**src/rtl/pcx_pkg.sv**
```systemverilog
`default_nettype none

package pcx_pkg;

    // Fixed image format constants, default queue depth
    localparam int HEADER_BYTES    = 128;
    localparam int PALETTE_ENTRIES = 256;
    localparam int BOUND_FIRST     = 4;
    localparam int BOUND_END       = 12;
    localparam int QUEUE_DEPTH     = 4;

    localparam logic [7:0] MAGIC_BYTE   = 8'd10;
    localparam logic [7:0] VERSION_BYTE = 8'd5;
    localparam logic [7:0] RUN_MARK     = 8'hBF;
    localparam logic [7:0] RUN_MASK     = 8'h3F;

    // Request modes
    localparam logic [1:0] MODE_PALETTE = 2'd0;
    localparam logic [1:0] MODE_BYTE    = 2'd1;
    localparam logic [1:0] MODE_OPEN    = 2'd2;

    // Result status codes
    localparam logic [1:0] ST_OK          = 2'd0;
    localparam logic [1:0] ST_BAD_MAGIC   = 2'd1;
    localparam logic [1:0] ST_BAD_VERSION = 2'd2;

    typedef struct packed {
        logic [1:0] mode;
        logic [7:0] palette_index;
        logic [7:0] palette_red;
        logic [7:0] palette_green;
        logic [7:0] palette_blue;
        logic [7:0] file_byte;
    } in_item_t;

    typedef struct packed {
        logic        pixel_valid;
        logic [7:0]  red;
        logic [7:0]  green;
        logic [7:0]  blue;
        logic        last_of_run;
        logic        image_done;
        logic [1:0]  status;
        logic [16:0] image_width;
        logic [16:0] image_height;
    } out_item_t;

    // Commands passed from the front end to the back end
    typedef enum logic [2:0] {
        CMD_PAL,
        CMD_OPEN,
        CMD_FAIL,
        CMD_HDR,
        CMD_PIX
    } cmd_kind_t;

    typedef struct packed {
        cmd_kind_t   kind;
        logic [7:0]  index;
        logic [23:0] rgb;
        logic [5:0]  count;
        logic [1:0]  status;
        logic [16:0] width;
        logic [16:0] height;
    } cmd_t;

endpackage

`default_nettype wire

```
**src/rtl/pcx_front.sv**
```systemverilog
`default_nettype none

module pcx_front (
    input  logic            clk,
    input  logic            rst_n,
    input  logic            src_valid,
    output logic            src_ready,
    input  pcx_pkg::in_item_t src_data,
    output logic            push,
    output pcx_pkg::cmd_t   push_cmd,
    input  logic            queue_full
);
    import pcx_pkg::*;

    logic [7:0]      hdr_pos_reg, hdr_pos_next;
    logic [7:0][7:0] bounds_reg, bounds_next;
    logic            failed_reg, failed_next;
    logic            run_pending_reg, run_pending_next;
    logic [5:0]      run_len_reg, run_len_next;

    logic            accept;
    logic [2:0]      bound_idx;
    logic [15:0]     xmin, xmax, ymin, ymax;
    logic [16:0]     width, height;

    // Image size from the header bounds; inverted bounds give zero
    always_comb
    begin
        xmin   = {bounds_reg[1], bounds_reg[0]};
        ymin   = {bounds_reg[3], bounds_reg[2]};
        xmax   = {bounds_reg[5], bounds_reg[4]};
        ymax   = {bounds_reg[7], bounds_reg[6]};
        width  = (xmax < xmin) ? 17'd0 : ({1'b0, xmax} - {1'b0, xmin} + 17'd1);
        height = (ymax < ymin) ? 17'd0 : ({1'b0, ymax} - {1'b0, ymin} + 17'd1);
    end

    // Classify each request and build the back-end command
    always_comb
    begin
        src_ready        = !queue_full;
        accept           = src_valid && src_ready;
        bound_idx        = 3'(hdr_pos_reg - 8'(BOUND_FIRST));
        hdr_pos_next     = hdr_pos_reg;
        bounds_next      = bounds_reg;
        failed_next      = failed_reg;
        run_pending_next = run_pending_reg;
        run_len_next     = run_len_reg;
        push             = 1'b0;
        push_cmd         = '0;
        push_cmd.kind    = CMD_PIX;
        push_cmd.index   = src_data.file_byte;
        push_cmd.count   = 6'd1;

        if (accept)
        begin
            unique case (src_data.mode)
                MODE_PALETTE:
                begin
                    push           = 1'b1;
                    push_cmd.kind  = CMD_PAL;
                    push_cmd.index = src_data.palette_index;
                    push_cmd.rgb   = {src_data.palette_red, src_data.palette_green,
                                      src_data.palette_blue};
                end
                MODE_OPEN:
                begin
                    push             = 1'b1;
                    push_cmd.kind    = CMD_OPEN;
                    hdr_pos_next     = '0;
                    bounds_next      = '0;
                    failed_next      = 1'b0;
                    run_pending_next = 1'b0;
                    run_len_next     = '0;
                end
                MODE_BYTE:
                begin
                    if (!failed_reg)
                    begin
                        if (hdr_pos_reg < 8'(HEADER_BYTES))
                        begin
                            if (hdr_pos_reg == 8'd0 && src_data.file_byte != MAGIC_BYTE)
                            begin
                                push            = 1'b1;
                                push_cmd.kind   = CMD_FAIL;
                                push_cmd.status = ST_BAD_MAGIC;
                                failed_next     = 1'b1;
                            end
                            else if (hdr_pos_reg == 8'd1 &&
                                     src_data.file_byte != VERSION_BYTE)
                            begin
                                push            = 1'b1;
                                push_cmd.kind   = CMD_FAIL;
                                push_cmd.status = ST_BAD_VERSION;
                                failed_next     = 1'b1;
                            end
                            else
                            begin
                                if (hdr_pos_reg >= 8'(BOUND_FIRST) &&
                                    hdr_pos_reg < 8'(BOUND_END))
                                begin
                                    bounds_next[bound_idx] = src_data.file_byte;
                                end
                                hdr_pos_next = hdr_pos_reg + 8'd1;
                                // last header byte: bounds are complete
                                if (hdr_pos_reg == 8'(HEADER_BYTES - 1))
                                begin
                                    push            = 1'b1;
                                    push_cmd.kind   = CMD_HDR;
                                    push_cmd.width  = width;
                                    push_cmd.height = height;
                                end
                            end
                        end
                        else if (run_pending_reg)
                        begin
                            push             = 1'b1;
                            push_cmd.count   = run_len_reg;
                            run_pending_next = 1'b0;
                        end
                        else if (src_data.file_byte > RUN_MARK)
                        begin
                            run_pending_next = 1'b1;
                            run_len_next     = 6'(src_data.file_byte & RUN_MASK);
                        end
                        else
                        begin
                            push = 1'b1;
                        end
                    end
                end
                default: ;
            endcase
        end
    end

    // Parser state
    always_ff @(posedge clk or negedge rst_n)
    begin
        if (!rst_n)
        begin
            hdr_pos_reg     <= '0;
            bounds_reg      <= '0;
            failed_reg      <= 1'b0;
            run_pending_reg <= 1'b0;
            run_len_reg     <= '0;
        end
        else
        begin
            hdr_pos_reg     <= hdr_pos_next;
            bounds_reg      <= bounds_next;
            failed_reg      <= failed_next;
            run_pending_reg <= run_pending_next;
            run_len_reg     <= run_len_next;
        end
    end

endmodule

`default_nettype wire

```
**config.mk**
```make
export PLATFORM = sky130hd
export DESIGN_NAME = pcx_front
export DESIGN_NICKNAME = d
export VERILOG_FILES = /design/src/rtl/pcx_pkg.sv /design/src/rtl/pcx_front.sv
export SDC_FILE = /design/constraint.sdc
export NUM_CORES = 1
export LEC_CHECK = 0
export BUFFER_PORTS_ARGS = -buffer_cell sky130_fd_sc_hd__buf_2
export CAP_MARGIN = 15
export CELL_PAD_IN_SITES_DETAIL_PLACEMENT = 1
export CELL_PAD_IN_SITES_GLOBAL_PLACEMENT = 1
export CORE_MARGIN = 5
export CORE_UTILIZATION = 45
export CTS_CLUSTER_SIZE = 8
export DETAILED_ROUTE_END_ITERATION = 6
export PLACE_DENSITY = 0.95
export RECOVER_POWER = 25
export SYNTH_ARGS = -nofsm -noshare
export SYNTH_HDL_FRONTEND = slang
export SYNTH_SLANG_ARGS = --single-unit
```
**constraint.sdc**
```tcl
create_clock -name clk -period 7.81 [get_ports clk]
set_input_delay 0 -clock clk [delete_from_list [all_inputs] [get_ports clk]]
set_output_delay 0 -clock clk [all_outputs]
set_load 0.05 [all_outputs]
```
* Yosys cells after proc, flatten, opt, wreduce, memory -nomap -nowiden
Cells that the tools add are included.
Cells by class: add/sub/neg operators 6, $lt $le $gt $ge 8, equal/unequal tests 14, multiplexer cells 58, reduce and logical (&&, ||, !) cells 15
Operator list (count):
- two-way mux 64 bit | 5
- case mux 64 bit (2 select lines) | 1
- two-way mux 34 bit | 3
- two-way mux 42 bit | 2
- two-way mux 77 bit | 1
- bitwise mux 64 bit | 1
- two-way mux 8 bit | 5
- two-way mux 36 bit | 1
- two-way mux 6 bit | 6
- adder 17 x 1 -> 17 bit (second input constant) | 2
- two-way mux 17 bit | 2
- subtractor 16 x 16 -> 17 bit | 2
- < comparator 16 bit | 2
- two-way mux 32 bit | 1
- demux 8 bit (select 3 bit) | 1
- two-way mux 1 bit | 16
- inequality test 2 bit (second input constant) | 8
- case mux 8 bit (2 select lines) | 1
- two-way mux 3 bit | 5
- case mux 6 bit (2 select lines) | 1
- AND reduction 6 bit | 2
- case mux 3 bit (3 select lines) | 1
- adder 8 x 1 -> 8 bit (second input constant) | 1
- equality test 8 x 1 -> 1 bit (second input constant) | 1
- 23 further kinds | 30
Storage, ports and cells: register bits 80, input port bits 46, output and inout port bits 79, logic and storage cells 113

* Depth between registers and ports, before layout
Gate-level depths: netlist of the first run.
word-level depth 12, mapped depth 12, mapped depth without buffers 12

* Least setup slack after synthesis of the first run
OpenSTA, ideal clock, no wires.
path kind register to output, from register bounds_reg[17] (netlist bit), to output push_cmd[11] (netlist bit), arrival time 3.488 ns, required time 7.810 ns, path slack 4.322 ns, cell stages (with the launch flop) 13, buffers on the path 0, cells stage by stage dfrtp_1 -> inv_1 -> ha_1 -> inv_1 -> ha_1 -> inv_1 -> fa_1 -> or2_2 -> a211oi_1 -> o211ai_1 -> a21boi_0 -> nor3_1 -> nor3_1
RTL lines:
- start: declaration | line pcx_front.sv:16 | logic [7:0][7:0] bounds_reg, bounds_next;
- start signal: assignment | line pcx_front.sv:150 | bounds_reg <= bounds_next;
- end: declaration | line pcx_front.sv:10 | output pcx_pkg::cmd_t push_cmd,

==> results.cfg, run 1 <==
[status]
status = finished, violations left
violations = capacitance limit, slew limit

[global_route]
overflow = 0
grt_start_max_net_pins = 81
grt_pass1_vias = 7192
grt_pass1_wl_um = 38300
antenna_found_initial = 0
grtUsageTotal_pct = 28.9

[pwr]
p_int_mw = 1.03
p_leak_nw = 3.72
clkPwrFrac_pct = 23.5
power_mw = 1.80
pwr-share-comb_pct = 49.4
switching_share_pct = 42.8
ir_drop_mv = 0.116
pwr-share-seq_pct = 27.1
power.density_mw_per_mm2 = 237
switchingPower_mw = 0.769

[synthesis]
synthDominantCellAreaShare_pct = 31.1
synthCells = 759
synth_cell_type_count = 57
synth-edff-count = 0
yosys.area_share.xor_xnor_pct = 4.08
syn_area_per_cell_um2 = 8.47
yosys_warnings = 0
synth-compound-area-share_pct = 17.0
synthAdderAreaFrac_pct = 19.2
synth_most_common_cell = nand2_1
synth_top_family_by_area = simple AND/OR/NAND/NOR gates
ys.flop_type = dfrtp_1
synth.top_cells.by_area = dfrtp_1, ha_1, nand2_1, o21ai_1, fa_1
ys_async_sr_fraction_pct = 100
synth_nets = 894
synth_common_cells = nand2_1, dfrtp_1, inv_1
muxShareOfSynthArea_pct = 1.40
post-synth-top-area-cell = dfrtp_1
netlist_area_mm2 = 0.00643
synthSimpleGateAreaFrac_pct = 21.6
synth-seq-cells = 80
seq_area_frac_synth_pct = 31.1

[timing]
hold_viol = 0
timing.final.crit_share_pct = 55.8
drv_slew = 74
worstMarginPinSlew_ns = 4.09
rsz0062_at_grt = no
fmax_ghz = 0.229
min_period_ns = 4.36
fin_skew_ns = 0.0142
final.setup.tns_ns = 0
report.final.setup_viol = 0
maxSlewHeadroom_pct = -172
fin_ws_ns = 3.45

[routing]
wirelength_um = 24100
drt_iter0_markers = 489
vias = 6451
antenna_left = 0
via_per_inst = 6.02
dr.pass1.iters = 5
drc_errors = 0
wl_per_cell_um = 22.4

[min_path]
hp-class = in -> async

[cells_and_area]
largest_reg_flops = 64
final_cells = 1072
drive_gt1_share_pct = 18.7
antenna_cells = 0
fin_nets = 1022
fin_area_mm2 = 0.00758
areaGrowthSynthToFinish_pct = 17.9

[worst_setup_path]
critPathKind = in -> async
crit_top_cell = clkbuf_1
start_kind = input port
cp.required_ns = 7.32
slowest_stage = clkbuf_1
path_delay_family = buffers and inverters
cp_max_fo = 73
cp_cell_sequence = dlygate4sd3_1, clkbuf_1, clkbuf_1
slowest_delay_ns = 2.91
r2r_cells = 6
setup.worst_path.end_class = async pin
crit-reg2reg-launch = hdr_pos_reg[6]$_DFFE_PN0P_
crit_arrival_ns = 3.87
rr_endpoint = bounds_reg[39]$_DFFE_PN0P_
crit_buf_inv = 3
r2r_slack_ns = 5.33

[clock_network]
clkSinkCount = 80
h-tree-depth = 3
clk_pin_slew_ns = 0.08
clk_latency_ns = 0.36
cts_root_buffer = clkbuf_16
cts_tree = yes
cts_buffers = 9
clockBufferDepth = 2

[floorplan]
die_width_um = 130
num_rows = 43
core_area_mm2 = 0.0139
ioPinCount = 125
die_h_um = 130
start_util_pct = 46.2
dieArea_mm2 = 0.0168

[placement]
place_ws_ns = 4.50
place_area_mm2 = 0.00722
dpl.cell_count = 1047
port_buffers = 124
gp_congestion = 0.835
dpl.hpwl_um = 15800

[job]
cap_violations = 1
power by group through the flow:
| stage | Sequential, mW | Clock (mW) | Combinational (mW) |
|---|---|---|---|
| after floorplan | 0.474 | 0 | 0.648 |
| after global placement | 0.485 | 0 | 0.786 |
| after detailed placement | 0.489 | 0 | 0.838 |
| after CTS | 0.483 | 0.416 | 0.860 |
| after global routing | 0.489 | 0.436 | 0.974 |
| final | 0.486 | 0.423 | 0.887 |
per-stage QoR:
step / hold WS [ns] / utilization, %
after floorplan: -0.296 / -
after global routing: 0.163 / 54.4
final: 0.107 / 54.4
after detailed placement: 0.238 / 51.8
after CTS: 0.242 / 54.4
after global placement: 0.230 / 51.8
logic make-up after synthesis:
logic type	after synthesis
adder cells (fa/ha/maj)	89
XOR/XNOR	30
flip-flops	80
buffers and inverters	97
multiplexers	8
AND/OR/NAND/NOR	282
AO/OA/AOI/OAI	173
metal layers:
layer	up-vias	part of all wire (%)	track usage (%)
met5	-	0	0
met1	3223	38	33.6
met2	289	51	50.7
li1	2845	-	-
met3	94	5.4	4.74
met4	0	5.0	15.8
worst max-delay path by stage:
stage                                           from                          to  slack [ns]  cells past startpoint
after CTS                 bounds_reg[17]$_DFFE_PN0P_                push_cmd[11]        4.08                     13
after global placement    bounds_reg[17]$_DFFE_PN0P_                push_cmd[11]        4.78                     13
final                                          rst_n  bounds_reg[15]$_DFFE_PN0P_        3.45                      3
after floorplan           bounds_reg[17]$_DFFE_PN0P_                push_cmd[11]        4.32                     12
after global routing                           rst_n   bounds_reg[6]$_DFFE_PN0P_        2.55                      3
after detailed placement  bounds_reg[17]$_DFFE_PN0P_                push_cmd[11]        4.50                     13
area by class of cell:
class | instances | area (um^2)
Timing Repair Buffer | 134 | 707
Inverter | 80 | 300
Tap cell | 180 | 225
Sequential cell | 80 | 2000
Fill cell | 1697 | 6350
Multi-Input combinational cell | 582 | 4070
Clock buffer | 11 | 243
Clock inverter | 5 | 38.8
cell usage in the layout, fill, tap and decap left out, types with 4 or more instances in the layout:
master           n
and2_1           5
mux2_2           8
and3_1          29
fa_1            16
nand2_1        102
clkbuf_16        9
nand3_1         15
or3_1            8
ha_1            73
nand2b_1        10
a211o_1          4
a22o_1           6
a21oi_1         31
o21ai_0         13
nand4_1          7
inv_1           80
nor3_1           5
a21o_1          10
buf_2          122
dfrtp_1         80
clkbuf_1         4
o21ai_1         66
xnor2_1         16
dlygate4sd3_1    7
a211oi_1         5
o211ai_1         5
nor2b_1         12
xor2_1          14
nand2_4          8
nor2_1          64
timing repair:
item,4_1_cts,5_1_grt
hold buffers,7,0
buffers inserted,0,0
resized for setup,0,0
hold endpoints to repair,86,0
No activity file was read; power rests on OpenSTA's default activity.
==> inputs of run 2 (changes only) <==
--- a/config.mk
+++ b/config.mk
@@ -10,10 +10,10 @@
 export CELL_PAD_IN_SITES_DETAIL_PLACEMENT = 1
 export CELL_PAD_IN_SITES_GLOBAL_PLACEMENT = 1
 export CORE_MARGIN = 5
-export CORE_UTILIZATION = 45
+export CORE_UTILIZATION = 38
 export CTS_CLUSTER_SIZE = 8
 export DETAILED_ROUTE_END_ITERATION = 6
-export PLACE_DENSITY = 0.95
+export PLACE_DENSITY = 0.89
 export RECOVER_POWER = 25
 export SYNTH_ARGS = -nofsm -noshare
 export SYNTH_HDL_FRONTEND = slang
==> constraint.sdc (replaced) <==
create_clock -name clk -period 3.98 [get_ports clk]
set_input_delay 0 -clock clk [delete_from_list [all_inputs] [get_ports clk]]
set_output_delay 0 -clock clk [all_outputs]
set_load 0.05 [all_outputs]
==> results.cfg, run 2 (synthesis results as in run 1) <==
[placement]
port_buffers = 124
dpl.cell_count = 1089
dpl.hpwl_um = 14300
gp_congestion = 0.824

[routing]
drt-met1-wl_um = 7890
wirelength_um = 18500
dr_wl_met2_um = 9500
via_per_inst = 5.33
drt_iter0_markers = 271
drc_errors = 0
wl_met3_um = 785
wl_per_cell_um = 16.7
vias = 5924
antenna_left = 0
dr.pass1.iters = 4
highest_layer = met4

[worst_setup_path]
crit_start = bounds_reg[17]$_DFFE_PN0P_
crit_buf_inv = 4
cp.depth = 13
critPathKind = reg -> out
path_delay_family = compound AO/OA/AOI/OAI gates
slowest_stage = fa_1
setup.worst_path.end_class = output pin
r2r_cells = 6
crit_arrival_ns = 3.57
cp.required_ns = 3.98
crit_top_cell = inv_1
cp_max_fo = 3
rr_endpoint = bounds_reg[25]$_DFFE_PN0P_
r2r_slack_ns = 1.68
start_kind = register
cp_cell_sequence = inv_1, ha_1, inv_1, ha_1, inv_1, fa_1, or2_2, a211oi_1, o211ai_1, a21boi_0, nor3_1, nor3_1, buf_2
slowest_delay_ns = 0.39
crit-reg2reg-launch = hdr_pos_reg[6]$_DFFE_PN0P_
endpoint = push_cmd[11]

[timing]
drv_slew = 81
report.final.setup_viol = 0
hold_viol = 0
final.setup.tns_ns = 0
fmax_ghz = 0.280
min_period_ns = 3.57
worstMarginPinSlew_ns = 2.04
maxSlewHeadroom_pct = -36.1
rsz0062_at_grt = no
fin_skew_ns = 0.00707
timing.final.crit_share_pct = 89.6

[pwr]
p_leak_nw = 3.65
power.density_mw_per_mm2 = 456
ir_drop_mv = 0.212

[cells_and_area]
layout_commonest_cell = nand2_1
nFillCells = 2033
largest_reg_flops = 64
drive_gt1_share_pct = 16.4
final_cell_mix = nand2_1, buf_2, inv_1, dfrtp_1, ha_1
final_cells = 1112
areaGrowthSynthToFinish_pct = 19.1
fin_nets = 1022
antenna_cells = 0

[global_route]
grt_start_max_net_pins = 81
antenna_found_initial = 0
overflow = 0
grt_pass1_vias = 6323
grtUsageTotal_pct = 19.2
grt_pass1_wl_um = 31300

[floorplan]
die_h_um = 140
num_rows = 47
start_util_pct = 38.8
die_width_um = 140
ioPinCount = 125
dieArea_mm2 = 0.0196
core_area_mm2 = 0.0166

[job]
cap_violations = 1

[clock_network]
cts_tree = yes
clk_latency_ns = 0.34
cts_setup_buffers = 0
cts_buffers = 9
clockBufferDepth = 2
cts_root_buffer = clkbuf_16
clkSinkCount = 80
clk_pin_slew_ns = 0.07
h-tree-depth = 3

[status]
status = finished, violations left
violations = capacitance limit, slew limit

[min_path]
hp-class = in -> reg
run 2: cell types whose count changed in the layout (fill, tap and decap cells not counted), sizes merged:
cell,before,now
buf,124,101
clkbuf,14,37
bufinv,0,2
clkinv,2,0
run 2: worst register-to-register path, cell delays in order, from the launching register on:
cell and delay, ns:
dfrtp_1 0.43, or3_1 0.40, or3_4 0.42, a21oi_4 0.52, nand2_4 0.18, nand2_1 0.13
o21ai_1 0.08
run 2: layout make-up:
type | count | area [um^2] | share of cell area (%)
clock buffer | 11 | 253 | 3.30
clock inverter | 5 | 85.1 | 1.11
inverter | 80 | 300 | 3.92
timing repair buffer | 134 | 682 | 8.90
tap | 220 | 275 | 3.59
sequential | 80 | 2000 | 26.1
multi-input combinational | 582 | 4070 | 53.1
run 2: where the power goes:
group	leakage (nW)	internal [mW]	switching (mW)
clock	0.163	0.588	0.344
sequential	1.11	0.874	0.0722
combinational	2.38	0.688	0.927
total	3.65	2.15	1.34
run 2: per-stage QoR:
step                setup slack (ns)  hold slack, ns  total power [mW]  utilization (%)  area [um^2]
floorplan                      0.492          -0.296              2.20                -         6430
global placement               0.942           0.241              2.50             44.0         7290
detailed placement             0.818           0.245              2.57             44.0         7290
CTS                            0.381           0.219              3.51             46.4         7700
global route                  0.0143           0.245              3.75             46.2         7660
finish                         0.415           0.236              3.49             46.2         7660
run 2: routing by layer:
metal | vias to the layer above | GRT usage, %
li1 | 2852 | -
met5 | - | 0
met3 | 32 | 2.93
met2 | 136 | 35.2
met1 | 2904 | 23.2
met4 | 0 | 5.56
run 2: how the worst min path moves through the flow:
stage                start                    endpoint  depth (start not counted)
6_report       src_data[6]  bounds_reg[22]$_DFFE_PN0P_                          3
5_1_grt        src_data[6]  bounds_reg[22]$_DFFE_PN0P_                          3
4_1_cts        src_data[6]  bounds_reg[22]$_DFFE_PN0P_                          3
3_5_place_dp         rst_n   bounds_reg[1]$_DFFE_PN0P_                          1
3_3_place_gp         rst_n   bounds_reg[1]$_DFFE_PN0P_                          1
2_1_floorplan        rst_n   bounds_reg[0]$_DFFE_PN0P_                          0
run 2: what timing repair did:
item / in CTS / in global routing
resized for setup: 0 / 0
endpoints found under the setup margin: 0 / 0
hold buffers: 7 / 0
hold endpoints to repair: 86 / 0
