`src/rtl/pcx_pkg.sv`:
```
`default_nettype none

package pcx_pkg;

    // Fixed image format constants, default queue depth
    localparam int HEADER_BYTES    = 128;
    localparam int PALETTE_ENTRIES = 256;
    localparam int BOUND_FIRST     = 4;
    localparam int BOUND_END       = 12;
    localparam int QUEUE_DEPTH     = 4;

    localparam logic [7:0] MAGIC_BYTE   = 8'd10;
    localparam logic [7:0] VERSION_BYTE = 8'd5;
    localparam logic [7:0] RUN_MARK     = 8'hBF;
    localparam logic [7:0] RUN_MASK     = 8'h3F;

    // Request modes
    localparam logic [1:0] MODE_PALETTE = 2'd0;
    localparam logic [1:0] MODE_BYTE    = 2'd1;
    localparam logic [1:0] MODE_OPEN    = 2'd2;

    // Result status codes
    localparam logic [1:0] ST_OK          = 2'd0;
    localparam logic [1:0] ST_BAD_MAGIC   = 2'd1;
    localparam logic [1:0] ST_BAD_VERSION = 2'd2;

    typedef struct packed {
        logic [1:0] mode;
        logic [7:0] palette_index;
        logic [7:0] palette_red;
        logic [7:0] palette_green;
        logic [7:0] palette_blue;
        logic [7:0] file_byte;
    } in_item_t;

    typedef struct packed {
        logic        pixel_valid;
        logic [7:0]  red;
        logic [7:0]  green;
        logic [7:0]  blue;
        logic        last_of_run;
        logic        image_done;
        logic [1:0]  status;
        logic [16:0] image_width;
        logic [16:0] image_height;
    } out_item_t;

    // Commands passed from the front end to the back end
    typedef enum logic [2:0] {
        CMD_PAL,
        CMD_OPEN,
        CMD_FAIL,
        CMD_HDR,
        CMD_PIX
    } cmd_kind_t;

    typedef struct packed {
        cmd_kind_t   kind;
        logic [7:0]  index;
        logic [23:0] rgb;
        logic [5:0]  count;
        logic [1:0]  status;
        logic [16:0] width;
        logic [16:0] height;
    } cmd_t;

endpackage

`default_nettype wire

```
`src/rtl/pcx_queue.sv`:
```
`default_nettype none

module pcx_queue #(
    parameter int DEPTH = pcx_pkg::QUEUE_DEPTH
) (
    input  logic          clk,
    input  logic          rst_n,
    input  logic          push,
    input  pcx_pkg::cmd_t push_cmd,
    output logic          full,
    input  logic          pop,
    output pcx_pkg::cmd_t head,
    output logic          head_valid
);
    import pcx_pkg::*;

    localparam int PTR_W = (DEPTH > 1) ? $clog2(DEPTH) : 1;

    cmd_t             slots_reg [DEPTH];
    logic [PTR_W:0]   wr_ptr_reg, rd_ptr_reg;

    // Occupancy from wrap-extended pointers
    always_comb
    begin
        full       = (wr_ptr_reg[PTR_W] != rd_ptr_reg[PTR_W]) &&
                     (wr_ptr_reg[PTR_W-1:0] == rd_ptr_reg[PTR_W-1:0]);
        head_valid = (wr_ptr_reg != rd_ptr_reg);
        head       = slots_reg[rd_ptr_reg[PTR_W-1:0]];
    end

    always_ff @(posedge clk or negedge rst_n)
    begin
        if (!rst_n)
        begin
            wr_ptr_reg <= '0;
            rd_ptr_reg <= '0;
        end
        else
        begin
            if (push && !full)
            begin
                wr_ptr_reg <= wr_ptr_reg + 1'b1;
            end
            if (pop && head_valid)
            begin
                rd_ptr_reg <= rd_ptr_reg + 1'b1;
            end
        end
    end

    // Entry storage
    always_ff @(posedge clk)
    begin
        if (push && !full)
        begin
            slots_reg[wr_ptr_reg[PTR_W-1:0]] <= push_cmd;
        end
    end

endmodule

`default_nettype wire

```
`config.mk`:
```
export PLATFORM = sky130hd
export DESIGN_NAME = pcx_queue
export DESIGN_NICKNAME = d
export VERILOG_FILES = /design/src/rtl/pcx_pkg.sv /design/src/rtl/pcx_queue.sv
export SDC_FILE = /design/constraint.sdc
export NUM_CORES = 1
export LEC_CHECK = 0
export ABC_AREA = 1
export BUFFER_PORTS_ARGS = -buffer_cell sky130_fd_sc_hd__buf_4
export CAP_MARGIN = 20
export CORE_MARGIN = 2
export CORE_UTILIZATION = 52
export CTS_CLUSTER_SIZE = 28
export DETAILED_ROUTE_END_ITERATION = 16
export GPL_TIMING_DRIVEN = 1
export PLACE_DENSITY_LB_ADDON = 0.2
export SYNTH_ARGS = -nofsm -noshare
export SYNTH_HDL_FRONTEND = slang
export SYNTH_SLANG_ARGS = --single-unit
```
`constraint.sdc`:
```
create_clock -name clk -period 4.6 [get_ports clk]
set_input_delay 0.23 -clock clk [delete_from_list [all_inputs] [get_ports clk]]
set_output_delay 0.23 -clock clk [all_outputs]
set_load 0.1 [all_outputs]
```
# After elaboration in Yosys (flattened, before gate mapping)
# Memories as Yosys holds them, arrays and structs flattened.
# Cells that the tools add are included.
# word_totals
regBits,6
mem_bits_rw,308
input_bits,81
output_inout_bits,79
word_cells,14
n_memories,1
# mem_list
memory,depth,word_bits,rd,rd_ports_with_merged_regs,wr,line_no,source
slots_reg,4,77,1,0,1,pcx_queue.sv:19,cmd_t slots_reg [DEPTH];
# op_classes
addsub,2
eq_ne,3
muxes,2
reduce_logical,4
# ops
cell,count
$add A3 B1 Y3 const B,2
$logic_and A1 B1 Y1,3
$ne A3 B3 Y1,1
$eq A2 B2 Y1,1
$mux W1,2
$logic_not A1 Y1,1
$ne A1 B1 Y1,1

# Depth between registers and ports, before layout
# Gate-level depths: netlist (run 1).
# depth
word_depth,6
depth_mapped,8
ltp_nobuf,7

# Worst setup path after synthesis (run 1)
# Ideal clock, no wire load.
# synth_timing
path_type,reg-to-reg
from,register rd_ptr_reg[0]
to,memory slots_reg[0][0] (netlist name) (enable)
setup_time_ns,0.513
t_arrival_ns,4.125
t_required_ns,4.087
setup_slack_ns,-0.038
stages_incl_launch_ff,8
path_buffers,1
period_less_slack_ns,4.638
cell_sequence,dfrtp_1 > buf_6 > inv_4 > nand2_1 > nand2_2 > nand3_4 > nand2_2 > nor2_1
# synth_between
elab_chain_cells,6
# synth_lines
item,line_no,source
"start, declared",pcx_queue.sv:20,"logic [PTR_W:0] wr_ptr_reg, rd_ptr_reg;"
"start signal, assigned",pcx_queue.sv:46,rd_ptr_reg <= rd_ptr_reg + 1'b1;
$eq A2 B2 Y1,pcx_queue.sv:26,(wr_ptr_reg[PTR_W-1:0] == rd_ptr_reg[PTR_W-1:0]);
$logic_and A1 B1 Y1,pcx_queue.sv:25,full = (wr_ptr_reg[PTR_W] != rd_ptr_reg[PTR_W]) &&
$logic_not A1 Y1,pcx_queue.sv:54,if (push && !full)
$logic_and A1 B1 Y1,pcx_queue.sv:54,
$mux W1,pcx_queue.sv:54,
$mux W1 (not written as such),pcx_queue.sv:56,slots_reg[wr_ptr_reg[PTR_W-1:0]] <= push_cmd;
"end, declared",pcx_queue.sv:19,
# Every way passes these cells.

==> run summary, run 1 <==
After layout, the worst setup slack is 1430 ps. The area growth from synthesis to final layout came out at 27.0%. The finished layout holds 1349 standard cells, fillers aside. The clock-pin slew reported for the worst setup and hold paths after clock tree synthesis came out at 60 ps.

By instance count, the cell type seen most on the critical path is buf_4. The number of failing hold endpoints at the final stage is 0, and the count of synthesis-stage warnings from yosys is 0. The mean instance size in the synthesized netlist is 14.7 um^2, and the number of slew-limit violations in the final report is 0. CTS placed an instance of clkbuf_16 at the clock tree root. The final antenna diode count was 0. The logs give 7358 for the routed via count and 892 for the net count of the mapped netlist. STA classifies the critical path startpoint as a flop. The worst path buffer plus inverter count came out at 3. For the wire length on met1, the log shows 10.7 mm. The first-iteration detailed-routing DRC count was 532. The number of flip-flops under the largest register name was 308.

The worst setup path is captured at a primary output. The tools report the share of synthesized area occupied by flip-flops and latches as 79.1%. The run finished with clean final reports. The final weighted congestion of routability-driven global placement was 0.770; the achievable frequency was 315 MHz.

For the pin with the worst max-slew slack, the measured transition is 919 ps. The total iterations of the first detailed-routing run was 5; the simple-gate area share of the yosys netlist was 6.45%. For this design, the sink count on the clock tree is 314. The clock tree synthesis step divided the H-tree into 2 levels. The total overflow left after global routing is 0. TritonCTS built the clock tree.

The xor/xnor cell area share of the yosys netlist works out to 0.0737%. In this run the worst path has a maximum fanout of 77. The initial antenna violation count is 0, and the total detailed-routing wirelength is 25.0 mm. In the post-synthesis netlist, the biggest area contributors are edfxtp_1, nor2_1, o22ai_1, o21ai_1, o21ai_0.

The first-pass GRT wire length is 38.4 mm. Timing analysis after detailed placement gives a worst setup slack of 1680 ps. The number of max-cap violations is 0, and the width of the chip is 155 um.

The routed design uses 12.2 mm of met2 wire. On the critical path the largest part of the delay comes from buffers and inverters. Summed over all nets, the half-perimeter wirelength after detailed placement is 13.2 mm. Once detail routing completed, the nets flagged for antenna violations numbered 0. The signal on the critical path passes through inv_2, buf_4, o21ai_1, o22ai_1, buf_4.

The clock skew is 12.3 ps, and the shortest clock period the worst path allows after layout is 3170 ps. Starting utilization of the core area: 52.7%. The post-synthesis compound-gate area fraction is 10.5%, and the wire length on met3 is 1.47 mm. Dividing the detail-routed via count by the number of cells gives 5.45.

In the global route stage, overall resource usage came out at 20.7%. The standard cell with the maximum stage delay on the critical path is buf_4. The area of the die was 0.0241 mm^2; the post-synthesis instance area was 0.0119 mm^2.

The synthesized design contains 314 register bits. The part of the cycle the worst path needs is 69.0%. After floorplanning, the core was sized to cover 0.0226 mm^2.

The synthesized netlist devotes 0.526% of its cell area to adder and majority cells. The cell count after placement came out at 1212. The run gives 510 ps as the clock insertion delay at the later pin of the skew report. Setup repair after global routing left no endpoint under its margin.

The die boundary height came out at 155 um. The portion of netlist area occupied by mux cells was 0%. Cells fill 66.9% of the core in the end. After synthesis, the largest area contributor takes up 77.8% of total cell area.

The cell count after synthesis came out at 806. For this run, the slowest stage of the critical path takes 730 ps. The critical path is of the flop to primary output type. In this run the worst hold path is classified as input port to flop. The via count of the first global-routing pass was 7221. The distinct cell type count after synthesis was 21; the standard-cell row count was 55. The final layout net count is 1128, and the number of buffers inserted by port buffering is 159. In the final layout, the share of cells above drive strength 1 is 21.7%. The maximum clock path buffer count came out at 3.

The run gives 4370 ps as the required time of the worst setup path. For the worst setup path, the data arrival time is 2940 ps. Buffers inserted during clock tree synthesis total 34. In this run the post-CTS setup repair buffer count came out at 0. Max-slew headroom at the worst pin: 38.7%.

By area, the combinational part of the netlist is dominated by compound AO/OA/AOI/OAI gates. The I/O pin count is 160, and the DRC violation count after routing is 0. Dividing the detail-routed wire length by the instance count gives 18.5 um.

Summed over all instances, the cell type with the most area after synthesis is edfxtp_1. The uppermost layer routed is met4. The maximum number of pins on one net before global-route repair was 81; the count of final setup violators was 0.
## path summary, 6_finish.rpt
kind                                     from               end  slack (ps)  cells past startpoint
worst min-delay path                     push     wr_ptr_reg[1]          10                      3
worst max-delay path            rd_ptr_reg[1]          head[11]        1430                      5
min in group asynchronous               rst_n     wr_ptr_reg[2]          90                      2
max in group asynchronous               rst_n     rd_ptr_reg[0]        4380                      2
worst max register to register  rd_ptr_reg[0]  slots_reg[3][52]        1700                      7
worst min register to register  wr_ptr_reg[2]     wr_ptr_reg[2]         530                      2
## stage by stage
| stage | instance area [um^2] | hold WS (ps) | TNS (ps) |
|---|---|---|---|
| 2_1_floorplan | 11900 | -65.6 | -8690 |
| 3_3_place_gp | 13200 | 48.2 | 0 |
| 3_5_place_dp | 13200 | 47.3 | 0 |
| 4_1_cts | 15100 | 5.39 | 0 |
| 5_1_grt | 15100 | 34.5 | 0 |
| 6_report | 15100 | 13.1 | 0 |
## tightest hold or removal path: stages
cell	delay (ps)
buf_4	110
nand3_1	70
nand2_1	70
## timing repair
action / CTS / global route
hold endpoints to repair: 316 / 0
gates resized for setup: 0 / 0
hold buffers: 79 / 0
## per-layer routing
layer,vias up,GRT usage (%)
li1,3499,-
met1,3603,27.7
met2,215,34.5
met3,41,4.48
met4,0,6.03
met5,-,0
## kinds of logic after synthesis
logic type	count (synthesis)
AOI/OAI and AO/OA	231
xor gates and xnor gates	1
DFF	314
buffers and inverters	62
and+or+nand+nor	193
adders and majority gates	5
## cell type report
| type | instances | area, um^2 |
|---|---|---|
| Inverter | 12 | 48.8 |
| Sequential cell | 314 | 9400 |
| Timing Repair Buffer | 250 | 2100 |
| Multi-Input combinational cell | 430 | 2110 |
| Clock buffer | 43 | 948 |
| Fill cell | 1601 | 7480 |
| Clock inverter | 15 | 119 |
| Tap cell | 285 | 357 |
## cells in the mapped netlist
library cell,number
edfxtp_1,308
clkbuf_1,11
o21ai_1,79
clkbuf_2,4
nand3_1,6
inv_1,10
inv_4,1
nand3_4,2
xor2_1,1
buf_6,16
buf_2,13
nand2_1,25
o21ai_0,75
o22ai_1,77
inv_2,1
ha_1,5
buf_4,5
nand2_2,3
nor2_1,157
buf_1,1
dfrtp_1,6
## cell usage in the layout (no fill, tap or decap)
| cell type | instances |
|---|---|
| ha_1 | 5 |
| buf_4 | 169 |
| clkbuf_1 | 6 |
| inv_2 | 1 |
| nand2_2 | 3 |
| nand3_4 | 2 |
| dlygate4sd3_1 | 79 |
| bufinv_16 | 2 |
| nand2_1 | 25 |
| inv_4 | 1 |
| nor2_4 | 3 |
| buf_12 | 2 |
| dfrtp_2 | 1 |
| o21ai_1 | 79 |
| inv_1 | 9 |
| xor2_1 | 1 |
| nand3_1 | 6 |
| clkinv_1 | 5 |
| edfxtp_1 | 308 |
| clkbuf_16 | 37 |
| dfrtp_4 | 1 |
| clkinv_2 | 9 |
| nor2_1 | 154 |
| o21ai_0 | 75 |
| o22ai_1 | 77 |
| dfrtp_1 | 4 |
Power of run 1 is left out: the tool's default activity adds up to more than one toggle a clock period on the data nets, which glitch-free logic cannot reach.
==> run 2: changes to the inputs <==
--- a/config.mk
+++ b/config.mk
@@ -5,11 +5,11 @@
 export SDC_FILE = /design/constraint.sdc
 export NUM_CORES = 1
 export LEC_CHECK = 0
-export ABC_AREA = 1
+export ABC_AREA = 0
 export BUFFER_PORTS_ARGS = -buffer_cell sky130_fd_sc_hd__buf_4
 export CAP_MARGIN = 20
 export CORE_MARGIN = 2
-export CORE_UTILIZATION = 52
+export CORE_UTILIZATION = 57
 export CTS_CLUSTER_SIZE = 28
 export DETAILED_ROUTE_END_ITERATION = 16
 export GPL_TIMING_DRIVEN = 1
==> constraint.sdc (replaced) <==
create_clock -name clk -period 3.2 [get_ports clk]
set_input_delay 0.16 -clock clk [delete_from_list [all_inputs] [get_ports clk]]
set_output_delay 0.16 -clock clk [all_outputs]
set_load 0.1 [all_outputs]
==> run 2 against run 1 <==
Net effect:
- worst setup slack got worse by 760 ps
- synthesized cell count fell by 44%
- die area fell by 11%
- largest cell class unchanged
- clock skew rose by 1.7 ps
- clock-buffer cell count fell by 2
- cell area fell by 0.35%
- register-to-register slack got worse by 830 ps
- area after synthesis fell by 2.5%
==> run summary, run 2 <==
The run finished with clean final reports. The initial antenna violation count is 0 (unchanged). The run gives 51.4% (+13 points) as the max-slew headroom at the worst pin. The final weighted congestion of routability-driven global placement was 0.777 (+1.0%); the number of flip-flops under the largest register name was 308 (unchanged). The via count of the first global-routing pass came out at 6212 (-14%). The starting utilization of the core area came out at 57.7% (+5.0 points). The share of synthesized area occupied by flip-flops and latches came out at 81.1% (+2.0 points).

The fraction of final layout cells sized beyond drive strength 1 is 41.5% (+20 points). The average wire per cell in the routed design is 21.4 um (+16%), and the post-synthesis compound-gate area fraction is 0.874% (-9.7 points). The net count of the mapped netlist is 536 (-40%), and the area growth from synthesis to final layout is 29.7%. The commonest cells after synthesis are edfxtp_1, mux4_2, buf_2, clkbuf_1, dfrtp_1. The dominant cell by count in the synthesized netlist is edfxtp_1. STA classifies the critical path endpoint as a primary output. The portion of netlist area occupied by mux cells was 15.0% (+15 points). The area share of the leading cell type in the synthesized netlist works out to 79.8% (+2.0 points).

For the final layout net count, the log shows 805 (-29%). The commonest non-fill, non-tap cell in the layout is edfxtp_1. The total congestion overflow after global routing was 0 (unchanged); the clock-pin slew reported for the worst setup and hold paths after clock tree synthesis was 60 ps (about the same). The required time of the worst setup path was 3040 ps (-1330 ps).

The count of final setup violators is 0 (unchanged), and the proportion of synthesized flip-flops having asynchronous set or reset is 1.91% (unchanged). The run gives 0 (unchanged) as the number of max-cap violations. By area the synthesized netlist is led by edfxtp_1, mux4_2, dfrtp_1, ha_1, buf_2. The tightest hold margin was 26.4 ps (+13.4 ps); the number of buffers inserted during clock tree synthesis was 34 (unchanged). TritonCTS built the clock tree. The register-to-register path setup slack was 870 ps (-830 ps). The tools report the clock skew as 13.9 ps (+1.65 ps).

The distinct cell type count after synthesis was 27 (+29%); the largest fanout of any net on the critical path was 47 (-39%). The total detailed-routing wirelength is 21.7 mm (-13%), and the number of enable flip-flop cells after synthesis is 308 (unchanged). The logs give 314 (unchanged) for the number of sinks on the clock net and 0 ps (unchanged) for the sum of negative setup slack. The number of buffers inserted by port buffering is 159 (unchanged). The path category of the worst min-delay check was input port to asynchronous set/reset pin. The synthesis-stage register bit count was 314 (unchanged).

The tools report the maximum clock path buffer count as 3 (unchanged). Count of synthesis-stage warnings from yosys: 0 (unchanged). For the DRC violation count after routing, the log shows 0 (unchanged).

The shortest clock period the worst path allows after layout was 2540 ps. Setup repair after global routing left no endpoint under its margin. The setup path with the least slack is of type flop to primary output. The run gives 52 (-5.5%) as the standard-cell row count. After synthesis, the largest family of logic cells by area is multiplexers. Mean instance size in the synthesized netlist: 25.8 um^2 (+75%). The synthesized-area fraction occupied by adder cells is 0.540% (+0.013 points), and the first-iteration detailed-routing DRC count is 298 (-44%). For the instance count of the mapped netlist, the log shows 450 (-44%). Post-detailed-placement half-perimeter wirelength: 12.3 mm (-6.8%). The simple-gate area share of the yosys netlist works out to 0.464% (-6.0 points).

The maximum number of pins on one net before global-route repair is 81 (unchanged). Post-CTS setup buffer count: 0 (unchanged). Timing would allow up to 394 MHz. The worst-case reg-to-reg path depth came out at 4 (-3). The signal on the critical path passes through buf_4, buf_16, mux4_2, buf_4. The number of levels in the clock H-tree came out at 2 (unchanged). Leaving out fill and tap cells, the most frequent cells in the layout are edfxtp_1, buf_4, dlygate4sd3_1. The run gives 0.0201 mm^2 (-11%) as the placeable core region. In the finished design, the share of the clock period the worst path needs comes to 79.3%.

The area of the die is 0.0215 mm^2 (-11%). The number of slew-limit violations in the final report is 0 (unchanged). The final antenna diode count is 0 (unchanged). The run gives 34.5 mm (-10%) as the first-pass GRT wire length. Delay of the slowest cell on the worst path: 470 ps (-260 ps). End point of the critical path: head[56]. Counting stages on the worst path, the most repeated cell is buf_4.

For the I/O pin count, the log shows 160 (unchanged). Among all flip-flop cells after synthesis, the most frequent one is edfxtp_1. The number of failing hold endpoints at the final stage was 0 (unchanged); the post-synthesis instance area was 0.0116 mm^2 (-2.5%). The via density per instance is 5.50 (+0.75%), and the die boundary height is 147 um (-5.5%).

Utilization after layout: 74.8% (+7.9 points). The arrival time reported for the critical path endpoint was 2380 ps (-560 ps). The tools report the endpoint of the worst register-to-register path as slots_reg[2][9]. Type of element launching the critical path: a flop.

Clock tree synthesis selected as its root buffer the cell clkbuf_16. Xor/xnor cell area share of the yosys netlist: 0.874% (+0.80 points). The most critical setup path has its startpoint at rd_ptr_reg[1]. The transition time at the pin with the least slew margin was 729 ps (-190 ps).

The standard cell with the maximum stage delay on the critical path is buf_4. The routed via count was 5567 (-24%); the post-detailed-route count of antenna-violating nets was 0 (unchanged). Total iterations of the first detailed-routing run: 5 (unchanged).

The width of the chip was 147 um (-5.5%). The worst register-to-register path begins at wr_ptr_reg[0]. The logs give 500 ps (about the same) for the clock insertion delay at the later pin of the skew report and 21.1% (+0.44 points) for the overall track demand over capacity in global routing. Largest area contributor in the synthesized netlist: edfxtp_1.
-- run 2: logic make-up after synthesis --
group / count (synthesis)
muxes: 78
xor gates and xnor gates: 9
buffers and inverters: 22
adders and majority gates: 5
and+or+nand+nor: 9
DFF: 314
AOI/OAI and AO/OA: 13
-- run 2: worst min-delay path by stage --
stage	endpoint	start	cells past startpoint
after global routing	rd_ptr_reg[0]	rst_n	2
final	rd_ptr_reg[1]	rst_n	2
after detailed placement	rd_ptr_reg[1]	rst_n	1
after global placement	wr_ptr_reg[1]	rst_n	1
after CTS	wr_ptr_reg[0]	rst_n	2
after floorplan	rd_ptr_reg[0]	rst_n	0
-- run 2: what timing repair did --
action                    4_1_cts  5_1_grt
hold buffers                   80        0
gates resized for setup         0        0
hold endpoints to repair      316        0
-- run 2: through the flow --
step / instances / setup slack, ps / instance area (um^2)
after floorplan: 450 / 59.9 / 11600
after global placement: 872 / 907 / 13100
after CTS: 1013 / 603 / 15000
after detailed placement: 873 / 853 / 13200
final: 1013 / 661 / 15000
after global routing: 1013 / 529 / 15000
-- run 2: critical path: cells and delay by family (launching register included) --
family	cells	cell delay (ps)
flops	1	410
buf+inv	3	1060
mux	1	380
-- run 2: cell type report --
| class | instances | area (um^2) |
|---|---|---|
| Clock buffer | 41 | 941 |
| Clock inverter | 19 | 141 |
| Fill cell | 1104 | 5070 |
| Inverter | 4 | 15.0 |
| Multi-Input combinational cell | 114 | 2080 |
| Sequential cell | 314 | 9410 |
| Tap cell | 270 | 338 |
| Timing Repair Buffer | 251 | 2120 |
-- run 2: layer usage --
layer / wire [um] / global-route usage [%] / part of all wire [%] / up-vias
met2: 11200 / 35.4 / 51 / 188
met4: 377 / 5.63 / 1.7 / 0
met5: 0 / 0 / 0 / -
li1: - / - / - / 2479
met1: 8790 / 28.7 / 40 / 2866
met3: 1390 / 4.75 / 6.4 / 34
Power of run 2 is left out for the same reason.
